## config.mk

```make
export PLATFORM = sky130hd
export DESIGN_NAME = dual_lane_rgb_led_pulse_serializer
export DESIGN_NICKNAME = d
export VERILOG_FILES = /design/src/dlps_pkg.sv /design/src/dual_lane_rgb_led_pulse_serializer.sv
export SDC_FILE = /design/constraint.sdc
export NUM_CORES = 1
export LEC_CHECK = 0
export CAP_MARGIN = 20
export CORE_ASPECT_RATIO = 1.25
export CORE_MARGIN = 3
export CORE_UTILIZATION = 64
export DETAILED_ROUTE_END_ITERATION = 7
export DONT_BUFFER_PORTS = 1
export PLACE_DENSITY = 0.8
export SLEW_MARGIN = 30
export SYNTH_ARGS = -nofsm -noshare
export SYNTH_HDL_FRONTEND = slang
export SYNTH_SLANG_ARGS = --single-unit
```

## constraint.sdc

```tcl
create_clock -name clk_i -period 3.76 [get_ports clk_i]
set_clock_uncertainty 0.05 [all_clocks]
set_input_delay 0.376 -clock clk_i [delete_from_list [all_inputs] [get_ports clk_i]]
set_output_delay 0.376 -clock clk_i [all_outputs]
set_load 0.1 [all_outputs]
```

## src/dlps_pkg.sv

```systemverilog
// Types and constants shared by the dual-lane RGB LED pulse serializer.
package dlps_pkg;

  localparam int unsigned TICK_W   = 10;
  localparam int unsigned CFG_IDX_W = 2;
  localparam int unsigned PIXEL_W  = 24;
  localparam int unsigned START_W  = 6;
  localparam int unsigned PBITS_W  = 5;

  // Register indexes of the configuration port.
  localparam logic [CFG_IDX_W-1:0] CFG_LOW_PHASE  = 2'd0;
  localparam logic [CFG_IDX_W-1:0] CFG_DATA_PHASE = 2'd1;
  localparam logic [CFG_IDX_W-1:0] CFG_HIGH_PHASE = 2'd2;

  localparam logic [TICK_W-1:0] LOW_PHASE_RST  = 10'd38;
  localparam logic [TICK_W-1:0] DATA_PHASE_RST = 10'd110;
  localparam logic [TICK_W-1:0] HIGH_PHASE_RST = 10'd26;

  // Start frame FF FF FF 00 00 00: the first half is ones, the second zeros.
  localparam logic [START_W-1:0] START_BITS      = 6'd48;
  localparam logic [START_W-1:0] START_ONES_FROM = 6'd24;
  localparam logic [PBITS_W-1:0] PIXEL_BITS      = 5'd24;

  localparam logic ACTION_TICK = 1'b0;
  localparam logic ACTION_LOAD = 1'b1;

  typedef struct packed {
    logic       action;
    logic       send_start;
    logic [7:0] red_a;
    logic [7:0] green_a;
    logic [7:0] blue_a;
    logic [7:0] red_b;
    logic [7:0] green_b;
    logic [7:0] blue_b;
  } in_item_t;

  typedef struct packed {
    logic level_a;
    logic level_b;
    logic busy_res;
    logic load_rejected;
  } out_item_t;

endpackage

```

## src/dual_lane_rgb_led_pulse_serializer.sv

```systemverilog
// Dual-lane one-wire RGB LED pulse serializer: tick/load datapath and output skid buffer.
//
//   channel | direction | handshake               | payload
//   in      | input     | in_valid_i / in_ready_o | in_data_i  (in_item_t)
//   out     | output    | out_valid_o/out_ready_i | out_data_o (out_item_t)
//   cfg     | input     | cfg_we_i                | cfg_idx_i, cfg_data_i
//
// Every item, tick or load, has its result registered at the accept edge.
// The throughput of one item per cycle while in_ready_o is high is set by the single state update per item.
// After reset the lines read high, the phase registers hold 38/110/26 and nothing is queued.
// A stalled output holds its result; a two-entry output buffer lets one more item
// enter, then in_ready_o drops until the consumer drains.
module dual_lane_rgb_led_pulse_serializer
  import dlps_pkg::*;
(
  input  logic                 clk_i,
  input  logic                 rst_ni,
  input  logic                 in_valid_i,
  output logic                 in_ready_o,
  input  in_item_t             in_data_i,
  output logic                 out_valid_o,
  input  logic                 out_ready_i,
  output out_item_t            out_data_o,
  input  logic                 cfg_we_i,
  input  logic [CFG_IDX_W-1:0] cfg_idx_i,
  input  logic [TICK_W-1:0]    cfg_data_i
);

  typedef enum logic [1:0] {
    PH_IDLE = 2'd0,
    PH_LOW  = 2'd1,
    PH_DATA = 2'd2,
    PH_HIGH = 2'd3
  } phase_e;

  logic [TICK_W-1:0]  low_len_q, data_len_q, high_len_q;
  logic [PIXEL_W-1:0] shift_a_q, shift_a_d, shift_b_q, shift_b_d;
  logic [START_W-1:0] start_left_q, start_left_d;
  logic [PBITS_W-1:0] pixel_left_q, pixel_left_d;
  phase_e             phase_q, phase_d;
  logic [TICK_W-1:0]  count_q, count_d;
  logic [1:0]         levels_q, levels_d;

  out_item_t res;
  out_item_t out_q, skid_q;
  logic      out_valid_q, skid_valid_q;

  logic              in_acc, out_acc, busy;
  logic              bit_a, bit_b;
  logic [TICK_W-1:0] len_raw, len, count_inc;

  assign in_ready_o  = !skid_valid_q;
  assign in_acc      = in_valid_i && in_ready_o;
  assign out_acc     = out_valid_q && out_ready_i;
  assign out_valid_o = out_valid_q;
  assign out_data_o  = out_q;
  assign busy        = (phase_q != PH_IDLE);

  // Configuration registers; out-of-range indexes are dropped.
  always_ff @(posedge clk_i or negedge rst_ni) begin
    if (!rst_ni) begin
      low_len_q  <= LOW_PHASE_RST;
      data_len_q <= DATA_PHASE_RST;
      high_len_q <= HIGH_PHASE_RST;
    end else if (cfg_we_i) begin
      unique case (cfg_idx_i)
        CFG_LOW_PHASE:  low_len_q  <= cfg_data_i;
        CFG_DATA_PHASE: data_len_q <= cfg_data_i;
        CFG_HIGH_PHASE: high_len_q <= cfg_data_i;
        default: ;
      endcase
    end
  end

  always_comb begin
    case (phase_q)
      PH_LOW:  len_raw = low_len_q;
      PH_DATA: len_raw = data_len_q;
      default: len_raw = high_len_q;
    endcase
    // A zero length acts as one tick.
    len       = (len_raw == '0) ? TICK_W'(1) : len_raw;
    count_inc = count_q + TICK_W'(1);
  end

  always_comb begin
    if (start_left_q != '0) begin
      bit_a = (start_left_q > START_ONES_FROM);
      bit_b = bit_a;
    end else begin
      bit_a = shift_a_q[PIXEL_W-1];
      bit_b = shift_b_q[PIXEL_W-1];
    end
  end

  always_comb begin
    shift_a_d    = shift_a_q;
    shift_b_d    = shift_b_q;
    start_left_d = start_left_q;
    pixel_left_d = pixel_left_q;
    phase_d      = phase_q;
    count_d      = count_q;
    levels_d     = levels_q;
    res          = '0;

    if (in_data_i.action == ACTION_LOAD) begin
      if (busy) begin
        res.load_rejected = 1'b1;
      end else begin
        shift_a_d    = {in_data_i.red_a, in_data_i.green_a, in_data_i.blue_a};
        shift_b_d    = {in_data_i.red_b, in_data_i.green_b, in_data_i.blue_b};
        start_left_d = in_data_i.send_start ? START_BITS : '0;
        pixel_left_d = PIXEL_BITS;
        phase_d      = PH_LOW;
        count_d      = '0;
      end
    end else if (!busy) begin
      levels_d = 2'b11;
    end else begin
      unique case (phase_q)
        PH_LOW:  levels_d = 2'b00;
        PH_DATA: levels_d = {~bit_b, ~bit_a};
        default: levels_d = 2'b11;
      endcase
      count_d = count_inc;
      if (count_inc >= len) begin
        count_d = '0;
        if (phase_q == PH_HIGH) begin
          // End of the bit slot: retire one start or pixel bit.
          if (start_left_q != '0) begin
            start_left_d = start_left_q - START_W'(1);
          end else if (pixel_left_q != '0) begin
            pixel_left_d = pixel_left_q - PBITS_W'(1);
            shift_a_d    = {shift_a_q[PIXEL_W-2:0], 1'b0};
            shift_b_d    = {shift_b_q[PIXEL_W-2:0], 1'b0};
          end
          phase_d = (start_left_d == '0 && pixel_left_d == '0) ? PH_IDLE : PH_LOW;
        end else begin
          phase_d = phase_e'(phase_q + 2'd1);
        end
      end
    end

    res.level_a  = levels_d[0];
    res.level_b  = levels_d[1];
    res.busy_res = (phase_d != PH_IDLE);
  end

  always_ff @(posedge clk_i or negedge rst_ni) begin
    if (!rst_ni) begin
      phase_q      <= PH_IDLE;
      start_left_q <= '0;
      pixel_left_q <= '0;
      count_q      <= '0;
      levels_q     <= 2'b11;
      shift_a_q    <= '0;
      shift_b_q    <= '0;
    end else if (in_acc) begin
      phase_q      <= phase_d;
      start_left_q <= start_left_d;
      pixel_left_q <= pixel_left_d;
      count_q      <= count_d;
      levels_q     <= levels_d;
      shift_a_q    <= shift_a_d;
      shift_b_q    <= shift_b_d;
    end
  end

  // Output register plus skid entry.
  always_ff @(posedge clk_i or negedge rst_ni) begin
    if (!rst_ni) begin
      out_valid_q  <= 1'b0;
      skid_valid_q <= 1'b0;
    end else if (skid_valid_q) begin
      if (out_acc) begin
        out_valid_q  <= 1'b1;
        skid_valid_q <= 1'b0;
      end
    end else if (in_acc) begin
      if (out_acc || !out_valid_q) begin
        out_valid_q <= 1'b1;
      end else begin
        skid_valid_q <= 1'b1;
      end
    end else if (out_acc) begin
      out_valid_q <= 1'b0;
    end
  end

  always_ff @(posedge clk_i) begin
    if (skid_valid_q) begin
      if (out_acc) begin
        out_q <= skid_q;
      end
    end else if (in_acc) begin
      if (out_acc || !out_valid_q) begin
        out_q <= res;
      end else begin
        skid_q <= res;
      end
    end
  end

  a_skid_behind_out: assert property (@(posedge clk_i) disable iff (!rst_ni)
    skid_valid_q |-> out_valid_q)
    else $error("skid entry valid while output register empty");

  a_start_before_pixel: assert property (@(posedge clk_i) disable iff (!rst_ni)
    (start_left_q != '0) |-> (pixel_left_q == PIXEL_BITS && phase_q != PH_IDLE))
    else $error("start frame pending without a full pixel queued");

  a_load_starts_slot: assert property (@(posedge clk_i) disable iff (!rst_ni)
    (in_acc && in_data_i.action == ACTION_LOAD && phase_q == PH_IDLE)
      |=> (phase_q == PH_LOW && count_q == '0))
    else $error("accepted load did not open a bit slot");

  a_idle_means_empty: assert property (@(posedge clk_i) disable iff (!rst_ni)
    (phase_q == PH_IDLE) |-> (start_left_q == '0 && pixel_left_q == '0))
    else $error("idle with bits still queued");

  // The counter resets once it reaches the phase length, which is at most all ones.
  a_count_below_max: assert property (@(posedge clk_i) disable iff (!rst_ni)
    count_q != '1)
    else $error("phase counter overran");

endmodule

```

==> results.yml, run 1 <==
status:
  status: "finished, final reports clean"
clocking:
  cts_tree: "yes"
  postCtsSetupRepairBufs: 0
  clk_latency_ns: 0.41
  clk_root_buffer_cell: "clkbuf_16"
  cts_buffer_depth: 2
  cts_buffers: 17
  clkSinkCount: 113
  cts.clk_slew.worst_paths_ns: 0.05
  ctsHtreeMaxLevel: 4
die:
  die_h_um: 115.3
  fp.dieW_um: 93.40
  io_pins: 73
  die-area_um2: 10760
  rows: 39
  core_um2: 9223
  initial_core_util_pct: 66.26
min_path:
  min_path_type: "in -> reg"
  hold_depth: 2
logic_synthesis:
  synth_ff_type: "dfrtp_1"
  syn_area_um2: 6111
  synth_top_family_by_area: "multiplexers"
  yosys.area.top_type: "dfrtp_1"
  syn_area_per_cell_um2: 11.82
  yosys.area_share.adder_pct: 4.054
  synth.top_cells.by_area: "dfrtp_1 (38%), mux2_2 (19%), dfstp_2 (5.6%)"
  ys_ff_latch: 113
  ys_types: 62
  synth_edf_count: 8
  syn_nets: 603
  synthXorXnorAreaFrac_pct: 1.147
  ys_seq_area_share_pct: 47.19
  synth_top_area_share_pct: 37.67
  yosys_warnings: 0
  synth_compound_area_share_pct: 12.59
  muxShareOfSynthArea_pct: 23.91
  yosys.area_share.simple_pct: 7.637
  ys_async_sr_fraction_pct: 92.92
  syn_inst: 517
global_routing:
  antenna_found_initial: 0
  grt_first_pass_wirelength_mm: 20.79
  track_usage_pct: 24.72
  grt_pass1_vias: 4272
  grt_max_degree: 106
  grt_overflow: 0
final_layout:
  design_area_um2: 6830
  drive_gt1_share_pct: 34.71
  area_delta_synth_final_pct: 11.77
  fill_cells: 589
  diodes: 0
  layout.nets: 607
critical_path:
  crit_path_end_kind: "register"
  reg2reg_depth: 15
  cp.depth: 15
  crit_chain: "inv_1 > ha_2 > a22oi_1 > nand2_1 > o21ai_0 > nand4_1 > o31ai_1 > ha_1 > nor2_1 > a21oi_1 > o21ai_2 > a21oi_2 > a31o_2 > buf_12 > mux2_4"
  cp_max_fo: 38
  critPathKind: "reg -> reg"
  cp-start-kind: "register"
  crit_family: "compound AO/OA/AOI/OAI gates"
  required_ns: 3.99
  critPathMaxStageDelay_ns: 0.41
  cp.arrival_ns: 3.78
  crit_path_top_delay_cell: "dfrtp_1"
  worst-path-buf-inv: 2
sta:
  final-hold-violation-count: 0
  max_freq_mhz: 281.7
  fin_crit_sh_pct: 94.41
  layout_min_cycle_time_ns: 3.550
  finalMaxSlewViolations: 0
  fin_hold_ws_ns: 0.04293
  rsz0062_at_grt: "false"
  setup_violations: 0
  max_slew_margin_pct: 33.84
  timing_worst_slew_pin_value_ns: 0.9924
pwr:
  ir_worst_vdd_uv: 413.0
  p_leak_uw: 0.002918
  power_uw: 5281
  p_per_area_nw_per_um2: 773.1
detailed_routing:
  wire_per_inst_um: 19.21
  drtIter0Drc: 220
  vias_per_cell: 6.309
  ant_nets: 0
  firstDrtPassIters: 5
  drc: 0
  vias: 4139
  routed_wl_mm: 12.61
run:
  max_cap_viol_count: 0
place:
  hpwlAfterDp_mm: 8.663
  port-buffer-count: 0
  place_congestion: 0.9339
  dpl-instance-area_um2: 6208
==> sequential cells by signal, indices dropped and copies added, names as in the netlist <==
register      flops
shift_a_q        24
low_len_q        10
out_data_o        4
shift_b_q        24
data_len_q       10
phase_q           2
count_q          10
levels_q          2
start_left_q      6
high_len_q       10
out_valid_o       1
skid_valid_q      1
skid_q            4
pixel_left_q      5
==> kinds of logic (layout without fill, tap and decap cells) <==
logic type               count (synthesis)  after routing
AO/OA/AOI/OAI                          108            108
XOR/XNOR                                 8              8
adder cells (fa/ha/maj)                 20             20
buffers and inverters                   49             65
flip-flops                             113            113
multiplexers                           124            124
AND/OR/NAND/NOR                         95             95
==> cell type report <==
class	count	area, um^2	share of cell area (%)
Sequential cell	113	2884	42.22
Clock buffer	22	474.2	6.943
Inverter	24	90.09	1.319
Clock inverter	9	82.58	1.209
Tap cell	123	153.9	2.253
Multi-Input combinational cell	355	3033	44.40
Timing Repair Buffer	10	112.6	1.649
==> Yosys cell counts, types with 3 or more instances <==
| cell type | n |
|---|---|
| mux2_4 | 18 |
| nor2_1 | 10 |
| nor3_1 | 5 |
| nand4_1 | 3 |
| nand2_1 | 44 |
| dfrtp_1 | 92 |
| nor2b_1 | 3 |
| o221ai_1 | 4 |
| mux2_2 | 104 |
| buf_6 | 3 |
| a21oi_1 | 14 |
| o211ai_1 | 7 |
| ha_1 | 19 |
| a22oi_1 | 10 |
| dfstp_2 | 13 |
| buf_2 | 4 |
| a22o_1 | 9 |
| edfxtp_1 | 8 |
| inv_1 | 23 |
| and2_1 | 4 |
| xnor2_1 | 6 |
| o21ai_0 | 30 |
| o311ai_0 | 3 |
| a31oi_1 | 6 |
| nand3_1 | 11 |
| clkbuf_1 | 16 |
==> placed cells by master, fill, tap and decap left out, types with 3 or more instances in the layout <==
master	n
mux2_2	104
dfrtp_1	92
nand2_1	44
o21ai_0	28
inv_1	23
mux2_4	18
clkbuf_16	17
ha_1	16
a21oi_1	14
dfstp_2	13
nand3_1	11
a22oi_1	10
nor2_1	10
a22o_1	9
edfxtp_1	8
o211ai_1	7
xnor2_1	6
a31oi_1	6
buf_4	6
nor3_1	5
and2_1	4
o221ai_1	4
nand4_1	3
nor2b_1	3
o311ai_0	3
o21ai_1	3
clkinv_2	3
clkinvlp_4	3
clkbuf_8	3
==> final timing paths <==
check                             start       endpoint  slack, ns
setup reg to reg             phase_q[0]  shift_b_q[11]       0.21
setup / recovery             phase_q[0]  shift_b_q[11]       0.21
min in group asynchronous        rst_ni   skid_valid_q       0.47
max in group asynchronous        rst_ni  data_len_q[1]       2.71
hold reg to reg             levels_q[0]    levels_q[0]       0.44
hold / removal             in_data_i[0]   shift_b_q[0]       0.04
==> per-layer routing <==
metal / routed length (um) / track usage (%) / part of all wire [%] / up-vias
met2: 6353 / 41.03 / 50 / 130
met1: 5174 / 29.36 / 41 / 2070
met3: 862 / 9.359 / 6.8 / 20
li1: - / - / - / 1919
met4: 214 / 8.993 / 1.7 / 0
met5: 0 / 0 / 0 / -
==> timing repair <==
| action | in CTS | in global routing |
|---|---|---|
| resized for setup | 0 | 6 |
| hold endpoints to repair | 106 | 0 |
| hold buffers | 3 | 0 |
| setup endpoints to repair | 0 | 69 |
==> through the flow <==
stage                     worst slack [ns]  std cells  setup TNS [ns]  utilization (%)
after detailed placement          -0.04023        622        -0.07498            67.32
after global routing              0.002569        656               0            74.06
after global placement              0.1115        622               0            67.32
after CTS                         0.003351        656               0            73.87
after floorplan                     0.3734        517               0                -
final                               0.2101        656               0            74.06
==> report_power, final <==
group	total, uW	internal (uW)	leakage (uW)	switching, uW
Sequential	2130	1670	0.00136	462
Combinational	1650	791	0.00129	859
Clock	1500	953	0.000268	546
No activity file was read; power rests on OpenSTA's default activity.
==> inputs of run 2 (changes only) <==
- CORE_UTILIZATION: 64 -> 69
- PLACE_DENSITY: 0.8 -> 0.85
- clock period: 3.76 -> 4.1 ns (I/O delays scaled with it)
==> run 2 against run 1 <==
Net effect: non-clock buffer count rose by 11; clock power grew 5%; first-iteration DRC count is 37% higher; sequential cell count is the same; core utilization rose by 9.6 points; setup slack improved by 0.018 ns; die area shrank 6.8%; register-to-register slack better by 0.02 ns; combinational power decreased by 3%; critical path depth stayed put; wire length is 14% higher.
==> results.yml, run 2 (synthesis gave the netlist of run 1 again) <==
final_layout:
  diodes: 0
  final-instance-count-excl-fill: 662
  layout_common_cells: "mux2_2 (104), dfrtp_1 (92), nand2_1 (44)"
  fill_cells: 430
  final_common_cell: "mux2_2"
  biggestRegsByFlops: "shift_a_q x24, shift_b_q x24"
  area_delta_synth_final_pct: 15.38
  layout.nets: 618
  drive_gt1_share_pct: 34.31
global_routing:
  grt_max_degree: 106
  grt_first_pass_wirelength_mm: 23.77
  grt_pass1_vias: 4522
  track_usage_pct: 29.87
  grt_overflow: 0
  antenna_found_initial: 0
min_path:
  hold_depth: 2
  min_path_type: "in -> reg"
  min_from: "in_valid_i"
  hold-path-endpoint: "skid_valid_q"
sta:
  fin_tns_setup_ns: 0
  max_slew_margin_pct: 34.28
  fin_ws_ns: 0.2283
  finalMaxSlewViolations: 0
  max_freq_mhz: 258.3
  setup_violations: 0
  fin_crit_sh_pct: 94.43
  layout_min_cycle_time_ns: 3.872
  final-hold-violation-count: 0
  timing_worst_slew_pin_value_ns: 0.9858
  rsz0062_at_grt: "false"
critical_path:
  critPathKind: "reg -> reg"
  critPathMaxStageDelay_ns: 0.47
  crit_chain: "inv_1 > ha_2 > a22oi_1 > nand2_1 > o21ai_1 > nand2_1 > o31ai_1 > ha_1 > nor2_1 > a21oi_1 > o21ai_2 > a21oi_4 > a31o_2 > clkbuf_16 > mux2_4"
  cp.depth: 15
  reg2reg_from: "phase_q[1]"
  crit_top_cell: "nand2_1"
  crit_path_top_delay_cell: "dfrtp_1"
  required_ns: 4.46
  cp-start-kind: "register"
  crit_family: "compound AO/OA/AOI/OAI gates"
  cp.arrival_ns: 4.23
  worst-path-buf-inv: 2
  cp_max_fo: 24
  r2r-end: "shift_b_q[23]"
  reg2reg_depth: 15
  rrSetupSlack_ns: 0.23
  crit_path_end_kind: "register"
pwr:
  ir_worst_vdd_uv: 420.3
  power_uw: 5147
  p_leak_uw: 0.003002
  p_per_area_nw_per_um2: 730.0
detailed_routing:
  firstDrtPassIters: 5
  wire_per_inst_um: 21.77
  drtIter0Drc: 302
  routed_wl_mm: 14.42
  ant_nets: 0
  drc: 0
  vias_per_cell: 6.545
  vias: 4333
die:
  rows: 37
  die_h_um: 111.2
  initial_core_util_pct: 72.53
  die-area_um2: 10030
  io_pins: 73
  fp.dieW_um: 90.17
  core_um2: 8426
place:
  port-buffer-count: 0
  pre_cts_ws_ns: 0.2721
  hpwlAfterDp_mm: 8.824
  post-place-cells: 613
  place_congestion: 0.8976
clocking:
  ctsHtreeMaxLevel: 4
  clkSinkCount: 113
  postCtsSetupRepairBufs: 0
  clk_root_buffer_cell: "clkbuf_8"
  cts_buffers: 17
  cts_tree: "yes"
  cts_buffer_depth: 2
  cts.clk_slew.worst_paths_ns: 0.06
  clk_latency_ns: 0.53
run:
  max_cap_viol_count: 0
status:
  status: "finished, final reports clean"
[run 2: metrics by stage]
step | instance area, um^2 | hold WS [ns] | util, %
detailed placement | 6178 | 0.06680 | 73.33
finish | 7051 | 0.01948 | 83.68
floorplan | 6111 | 0.06441 | -
global placement | 6178 | 0.06788 | 73.33
global route | 7051 | 0.02476 | 83.68
CTS | 6987 | 0.009610 | 82.92
[run 2: final cells by class]
type / instances / area [um^2] / area share (%)
inverter: 24 / 90.09 / 1.278
multi-input combinational: 355 / 3054 / 43.32
clock inverter: 14 / 202.7 / 2.875
sequential: 113 / 2884 / 40.91
timing repair buffer: 21 / 245.2 / 3.478
clock buffer: 18 / 427.9 / 6.069
tap: 117 / 146.4 / 2.076
[run 2: worst max path at each step]
stage,from,endpoint,slack [ns]
2_1_floorplan,phase_q[0],shift_a_q[18],0.71
3_3_place_gp,phase_q[1],shift_b_q[1],0.42
3_5_place_dp,phase_q[1],count_q[0],0.27
4_1_cts,phase_q[1],count_q[0],0.08
5_1_grt,phase_q[1],shift_b_q[5],0.02
6_report,phase_q[1],shift_b_q[23],0.23
[run 2: per-layer routing]
| layer | part of all wire, % | vias up | global-route usage, % | wire (um) |
|---|---|---|---|---|
| li1 | - | 1950 | - | - |
| met1 | 40 | 2139 | 36.92 | 5699 |
| met2 | 51 | 196 | 49.40 | 7353 |
| met3 | 6.8 | 48 | 8.690 | 987 |
| met4 | 2.6 | 0 | 11.75 | 374 |
| met5 | 0 | - | 0 | 0 |
[run 2: timing repair]
action,4_1_cts,5_1_grt
hold buffers,16,0
setup endpoints to repair,0,62
gates resized for setup,0,9
hold endpoints to repair,139,0
[run 2: where the power goes]
| group | switching, uW | total [uW] | internal (uW) |
|---|---|---|---|
| Combinational | 856 | 1600 | 739 |
| Sequential | 444 | 1980 | 1530 |
| Clock | 562 | 1580 | 1010 |
| Total | 1860 | 5150 | 3280 |
[run 2: worst register-to-register path: stages (launching register included)]
cell and delay (ns):
dfrtp_1 0.47, inv_1 0.15, ha_2 0.29, a22oi_1 0.20
nand2_1 0.09, o21ai_1 0.18, nand2_1 0.11, o31ai_1 0.34
ha_1 0.30, nor2_1 0.12, a21oi_1 0.11, o21ai_2 0.32
a21oi_4 0.14, a31o_2 0.33, clkbuf_16 0.22, mux2_4 0.33
